`config.mk`:
```
export PLATFORM = sky130hd
export DESIGN_NAME = index_mark_peak_seek
export DESIGN_NICKNAME = d
export VERILOG_FILES = /design/src/design/imps_pkg.sv /design/src/design/index_mark_peak_seek.sv
export SDC_FILE = /design/constraint.sdc
export NUM_CORES = 1
export LEC_CHECK = 0
export ABC_AREA = 1
export BUFFER_PORTS_ARGS = -buffer_cell sky130_fd_sc_hd__buf_2
export CAP_MARGIN = 20
export CORE_MARGIN = 3
export CORE_UTILIZATION = 55
export CTS_CLUSTER_DIAMETER = 60
export DETAILED_ROUTE_END_ITERATION = 10
export PLACE_DENSITY = 0.78
export SLEW_MARGIN = 20
export SYNTH_ARGS = -nofsm -noshare
export SYNTH_HDL_FRONTEND = slang
export SYNTH_SLANG_ARGS = --single-unit
```
`constraint.sdc`:
```
create_clock -name clk_i -period 3.4 [get_ports clk_i]
set_input_delay 0.68 -clock clk_i [delete_from_list [all_inputs] [get_ports clk_i]]
set_output_delay 0.68 -clock clk_i [all_outputs]
set_load 0.05 [all_outputs]
```
`src/design/imps_pkg.sv`:
```
package imps_pkg;

  localparam int unsigned START_OFFSET = 8;

  localparam int unsigned READING_W = 16;
  localparam int unsigned THRESH_W  = 16;
  localparam int unsigned LIMIT_W   = 9;
  localparam int unsigned STEP_W    = 6;
  localparam int unsigned MOVE_W    = 7;
  localparam int unsigned POS_W     = 6;
  localparam int unsigned ROUND_W   = 3;
  localparam int unsigned CFG_IDX_W = 2;
  localparam int unsigned CFG_W     = 16;
  localparam int unsigned IN_DATA_W  = 16;
  localparam int unsigned OUT_DATA_W = 8;

  localparam logic [CFG_IDX_W-1:0] CFG_THRESHOLD = 2'd0;
  localparam logic [CFG_IDX_W-1:0] CFG_LIMIT     = 2'd1;
  localparam logic [CFG_IDX_W-1:0] CFG_STEP      = 2'd2;

  localparam logic OP_START   = 1'b0;
  localparam logic OP_READING = 1'b1;

  function automatic logic signed [POS_W-1:0] round_offset(input logic [ROUND_W-1:0] k);
    logic [31:0] off;
    off = 32'(START_OFFSET) >> k;
    return POS_W'(off);
  endfunction

  function automatic logic round_live(input logic [ROUND_W-1:0] k);
    logic [31:0] twice;
    twice = (32'(START_OFFSET) << 1) >> k;
    return twice != 32'd0;
  endfunction

endpackage

```
`src/design/index_mark_peak_seek.sv`:
```
// A result word is registered into the output register as its input word is accepted.
// Throughput: one input word per cycle; a word stalls only while the output register
//   holds an untaken result and m_axis_tready is low.
// Reset (rst_ni low, asynchronous): idle phase, search state cleared, output empty,
//   registers back to threshold 32, coarse limit 360, coarse step 4.
module index_mark_peak_seek (
  input  logic                                clk_i,
  input  logic                                rst_ni,
  input  logic                                cfg_we_i,
  input  logic [imps_pkg::CFG_IDX_W-1:0]      cfg_idx_i,
  input  logic [imps_pkg::CFG_W-1:0]          cfg_wdata_i,
  input  logic                                s_axis_tvalid,
  output logic                                s_axis_tready,
  input  logic [imps_pkg::IN_DATA_W-1:0]      s_axis_tdata,  // [15:0] sensor_reading
  input  logic                                s_axis_tuser,  // [0] op
  output logic                                m_axis_tvalid,
  input  logic                                m_axis_tready,
  output logic [imps_pkg::OUT_DATA_W-1:0]     m_axis_tdata,  // [6:0] move_steps, [7] zero
  output logic                                m_axis_tlast   // calibrated
);
  import imps_pkg::*;

  typedef enum logic [1:0] {
    PH_IDLE   = 2'd0,
    PH_COARSE = 2'd1,
    PH_REFINE = 2'd2
  } phase_e;

  phase_e                    phase_q, phase_d;
  logic [LIMIT_W-1:0]        count_q, count_d;
  logic signed [POS_W-1:0]   cur_q, cur_d;
  logic signed [POS_W-1:0]   best_pos_q, best_pos_d;
  logic [READING_W-1:0]      best_rd_q, best_rd_d;
  logic [ROUND_W-1:0]        round_q, round_d;
  logic                      minus_q, minus_d;

  logic [THRESH_W-1:0]       thresh_q;
  logic [LIMIT_W-1:0]        limit_q;
  logic [STEP_W-1:0]         step_q;

  logic                      out_valid_q;
  logic [MOVE_W-1:0]         out_move_q;
  logic                      out_cal_q;

  logic                      s_acc;
  logic                      has_res;
  logic [MOVE_W-1:0]         move_d;
  logic                      cal_d;
  logic                      op;
  logic [READING_W-1:0]      reading;
  logic                      abort_now;
  logic signed [POS_W-1:0]   best_new;
  logic signed [POS_W-1:0]   target;
  logic                      use_target;
  logic [ROUND_W-1:0]        round_nx;

  assign op            = s_axis_tuser;
  assign reading       = s_axis_tdata[READING_W-1:0];
  assign s_axis_tready = !out_valid_q || m_axis_tready;
  assign s_acc         = s_axis_tvalid && s_axis_tready;

  assign m_axis_tvalid = out_valid_q;
  assign m_axis_tdata  = {1'b0, out_move_q};
  assign m_axis_tlast  = out_cal_q;

  always_comb begin
    phase_d    = phase_q;
    count_d    = count_q;
    cur_d      = cur_q;
    best_pos_d = best_pos_q;
    best_rd_d  = best_rd_q;
    round_d    = round_q;
    minus_d    = minus_q;
    has_res    = 1'b0;
    move_d     = {1'b0, step_q};
    cal_d      = 1'b0;
    target     = '0;
    use_target = 1'b0;
    abort_now  = count_q >= limit_q;
    best_new   = best_pos_q;
    round_nx   = round_q + ROUND_W'(1);

    if (op == OP_START) begin
      phase_d = PH_COARSE;
      count_d = '0;
      has_res = 1'b1;
    end else begin
      unique case (phase_q)
        PH_COARSE: begin
          has_res = 1'b1;
          if (!abort_now) begin
            count_d = count_q + LIMIT_W'(1);
          end
          if (abort_now || reading > thresh_q) begin
            phase_d    = PH_REFINE;
            best_rd_d  = reading;
            best_pos_d = '0;
            round_d    = '0;
            minus_d    = 1'b0;
            move_d     = MOVE_W'(round_offset('0));
            cur_d      = round_offset('0);
          end
        end
        PH_REFINE: begin
          has_res    = 1'b1;
          use_target = 1'b1;
          if (reading > best_rd_q) begin
            best_rd_d = reading;
            best_new  = cur_q;
          end
          best_pos_d = best_new;
          if (!minus_q) begin
            minus_d = 1'b1;
            target  = best_new - round_offset(round_q);
          end else begin
            round_d = round_nx;
            minus_d = 1'b0;
            if (round_live(round_nx)) begin
              target = best_new + round_offset(round_nx);
            end else begin
              phase_d = PH_IDLE;
              target  = best_new;
              cal_d   = 1'b1;
            end
          end
        end
        default: begin
          has_res = 1'b0;
        end
      endcase
    end

    if (use_target) begin
      move_d = MOVE_W'(target - cur_q);
      cur_d  = target;
    end
  end

  always_ff @(posedge clk_i or negedge rst_ni) begin
    if (!rst_ni) begin
      thresh_q <= THRESH_W'(32);
      limit_q  <= LIMIT_W'(360);
      step_q   <= STEP_W'(4);
    end else if (cfg_we_i) begin
      unique case (cfg_idx_i)
        CFG_THRESHOLD: thresh_q <= cfg_wdata_i[THRESH_W-1:0];
        CFG_LIMIT:     limit_q  <= cfg_wdata_i[LIMIT_W-1:0];
        CFG_STEP:      step_q   <= cfg_wdata_i[STEP_W-1:0];
        default: begin
        end
      endcase
    end
  end

  always_ff @(posedge clk_i or negedge rst_ni) begin
    if (!rst_ni) begin
      phase_q     <= PH_IDLE;
      count_q     <= '0;
      cur_q       <= '0;
      best_pos_q  <= '0;
      best_rd_q   <= '0;
      round_q     <= '0;
      minus_q     <= 1'b0;
      out_valid_q <= 1'b0;
      out_move_q  <= '0;
      out_cal_q   <= 1'b0;
    end else if (s_acc) begin
      phase_q     <= phase_d;
      count_q     <= count_d;
      cur_q       <= cur_d;
      best_pos_q  <= best_pos_d;
      best_rd_q   <= best_rd_d;
      round_q     <= round_d;
      minus_q     <= minus_d;
      out_valid_q <= has_res;
      if (has_res) begin
        out_move_q <= move_d;
        out_cal_q  <= cal_d;
      end
    end else if (m_axis_tready) begin
      out_valid_q <= 1'b0;
    end
  end

`ifndef SYNTHESIS
  a_idle_reading_ignored: assert property (@(posedge clk_i) disable iff (!rst_ni)
    s_acc && op == OP_READING && phase_q == PH_IDLE |=> phase_q == PH_IDLE && !out_valid_q)
    else $error("reading while idle changed state or made a word");

  a_start_enters_coarse: assert property (@(posedge clk_i) disable iff (!rst_ni)
    s_acc && op == OP_START |=> phase_q == PH_COARSE && count_q == '0 && out_valid_q
      && !out_cal_q)
    else $error("start word did not begin a coarse search");

  a_cal_only_when_idle: assert property (@(posedge clk_i) disable iff (!rst_ni)
    out_valid_q && out_cal_q |-> phase_q == PH_IDLE)
    else $error("calibrated move shown while search still runs");

  a_refine_round_live: assert property (@(posedge clk_i) disable iff (!rst_ni)
    phase_q == PH_REFINE |-> round_live(round_q))
    else $error("refinement running past its last round");
`endif

endmodule
```
==> out/qor.yml <==
worstSetupEndpointType: "register"
rr_startpoint: "best_rd_q[11]"
syn_area_mm2: 0.00553
via_count: 5064
reg2regPathDepth: 25
fmax_mhz: 255
avgSynthCellArea_um2: 7.84
drive_gt1_share_pct: 25.9
die_x_um: 106
h-tree-depth: 3
min_period_ns: 3.92
start_kind: "register"
grt_pass1_vias: 4984
wl_per_cell_um: 14.9
fin_total_pwr_w: 0.00501
hold_path.class: "in -> async"
hold_viol: 0
worstSetupPathType: "reg -> reg"
async_flop_share_pct: 100
nNetsFinal: 914
gp_congestion: 0.858
worstMarginPinSlew_ns: 1.00
synthDistinctLibCells: 44
max_stage_delay_ns: 0.38
synthesis.nets: 815
core-area_mm2: 0.00950
critical_path_buf_inv_count: 4
clock_skew_ns: 0.0149
rsz0062_at_grt: "true"
synth_edf_count: 0
rows: 35
drv_slew: 0
clk_pin_slew_worst_paths_ns: 0.09
setup_slack_ns: -0.517
cp_max_fo: 7
yosys_warnings: 0
cts_buffer_depth: 2
worstPathArrival_ns: 4.22
root_buffer: "clkbuf_8"
yosysSeqAreaShare_pct: 37.7
die_h_um: 106
grt-ovfl-total: 0
drtAntennaViolNets: 0
via_per_inst: 5.39
ir_drop_mv: 0.312
maxCapViolations: 0
dr.pass1.iters: 6
period_share_pct: 115
antenna_found_initial: 0
finalSetupViolCount: 6
stdcell_count: 939
dp_cells: 915
slew_headroom_pct: 32.9
power.leakage_nw: 3.53
grt_max_degree: 84
antenna_cells: 0
cts_tree: "done"
numCtsBuffers: 9
port_buffers: 49
boundaryPins: 51
power.density_mw_per_mm2: 728
syn-instance-count: 706
cp_slowest_cell: "dfrtp_1"
violations: "negative setup slack"
r2r_slack_ns: -0.52
drc: 0
crit_required_ns: 3.70
hold_buffers: 0
drt_iter0_drc: 279
r2r_end: "out_move_q[6]"
setup_tns_ns: -2.43
gr-usage-all-layers_pct: 25.7
ys_seq_elements: 83
die_area_mm2: 0.0113
critical_path.top_delay_family: "simple AND/OR/NAND/NOR gates"
drt_wl_total_um: 14000
clk_latency_ns: 0.36
dp_hpwl_um: 10500
status: "finished, violations left"
ys_dominant_reg_cell: "dfrtp_1"
start_util_pct: 58.2
cts_sinks: 83
area_growth_pct: 24.3
grt_pass1_wl_um: 23400
## cells by family (layout without fill, tap and decap cells)
group | Yosys count | after routing | share of synthesized area, %
other | 1 | 1 | 0.0678
adders and majority gates | 69 | 69 | 16.0
DFF | 83 | 83 | 37.7
buffers and inverters | 128 | 232 | 9.25
xor gates and xnor gates | 5 | 5 | 0.791
and+or+nand+nor | 294 | 294 | 23.1
AOI/OAI and AO/OA | 126 | 126 | 13.1
## per-layer routing
layer  global-route usage (%)  up-vias  wire [um]
met3                     3.76       31        607
li1                         -     2486          -
met1                     33.2     2435       5990
met4                     9.16        0        323
met5                        0        -          0
met2                     44.1      112       7120
## Yosys cell counts (3+ instances only)
master | n | share of area (%)
dfstp_2 | 6 | 2.8
nor3_1 | 3 | 0.27
a21o_1 | 3 | 0.41
o21ai_2 | 5 | 0.79
buf_4 | 3 | 0.41
fa_1 | 3 | 1.1
o21ai_1 | 9 | 0.81
nor2_1 | 44 | 3.0
a2bb2oi_1 | 5 | 0.79
o31ai_1 | 4 | 0.54
nand2_1 | 173 | 12
nand4_1 | 6 | 0.68
nand2_2 | 6 | 0.68
xor2_1 | 4 | 0.63
nand3_1 | 47 | 4.3
nand2_4 | 5 | 1.0
clkbuf_1 | 6 | 0.41
a21oi_1 | 41 | 3.7
ha_1 | 66 | 15
inv_1 | 111 | 7.5
dfrtp_1 | 77 | 35
o21ai_0 | 47 | 4.3
nor2_2 | 3 | 0.34
## metrics by stage
stage | setup WS, ns | cell area, um^2 | utilization [%] | hold WS [ns]
floorplan | -0.488 | 5720 | - | 0.384
global placement | -0.828 | 6380 | 67.2 | 0.453
detailed placement | -0.902 | 6380 | 67.2 | 0.459
CTS | -0.379 | 6720 | 70.7 | 0.478
global route | -0.802 | 6880 | 72.4 | 0.407
finish | -0.517 | 6880 | 72.4 | 0.354
## cell type report
type	count	area (um^2)
fill	722	2630
timing repair buffer	102	676
clock buffer	13	159
tap	129	161
multi-input combinational	495	3340
sequential	83	2080
inverter	114	430
clock inverter	3	22.5
## how the worst max path moves through the flow
stage,start,to,slack [ns],cells after the start
floorplan,s_axis_tdata[10],out_move_q[5],-0.49,25
global placement,s_axis_tdata[10],out_move_q[5],-0.83,24
detailed placement,s_axis_tdata[10],out_move_q[5],-0.90,26
CTS,s_axis_tdata[11],out_move_q[5],-0.38,26
global route,best_rd_q[11],out_move_q[5],-0.80,26
finish,best_rd_q[11],out_move_q[6],-0.52,25
## flip-flops by register name, indices dropped and copies added (netlist names)
| register | cells |
|---|---|
| limit_q | 9 |
| thresh_q | 16 |
| cur_q | 6 |
| m_axis_tlast | 1 |
| out_move_q | 7 |
| m_axis_tvalid | 1 |
| best_rd_q | 16 |
| round_q | 3 |
| minus_q | 1 |
| phase_q | 2 |
| count_q | 9 |
| step_q | 6 |
| best_pos_q | 6 |
## repair_timing
item | in CTS | in global routing
pin swaps | 19 | 25
gates resized for setup | 25 | 31
setup buffers | 3 | 5
setup endpoints to repair | 6 | 7
## where the power goes
part / switching, W / internal (W) / total [W]
clock: 0.000365 / 0.000307 / 0.000672
combinational: 0.00172 / 0.00119 / 0.00291
sequential: 0.000166 / 0.00126 / 0.00143
## placed cells by master, fill, tap and decap left out, drive strengths merged, types with 2 or more instances in the layout
cell,count
nand2,184
inv,114
buf,102
dfrtp,77
ha,66
o21ai,61
nand3,49
nor2,47
a21oi,42
clkbuf,13
nand4,6
dfstp,6
nor3,5
a2bb2oi,5
o31ai,4
xor2,4
a21o,3
fa,3
clkinvlp,3
a211oi,2
nor3b,2
o21a,2
## worst reg2reg max path, stage by stage (launching register included)
cell,delay [ns]
dfrtp_1,0.38
inv_2,0.06
ha_4,0.27
nand4_1,0.15
nor3_4,0.26
nand2_1,0.09
nand2_2,0.13
nand2_8,0.10
buf_6,0.14
nand2_4,0.05
o21ai_4,0.07
ha_1,0.31
nand3_1,0.11
nand2_1,0.11
xnor2_1,0.16
a211oi_2,0.22
o21ai_2,0.10
inv_2,0.07
ha_4,0.22
a21oi_4,0.15
inv_2,0.06
a31oi_4,0.16
nor2_2,0.06
o31ai_1,0.22
o2111ai_1,0.13
nand2_1,0.10
Note: power is estimated with default switching activity, not from simulation.
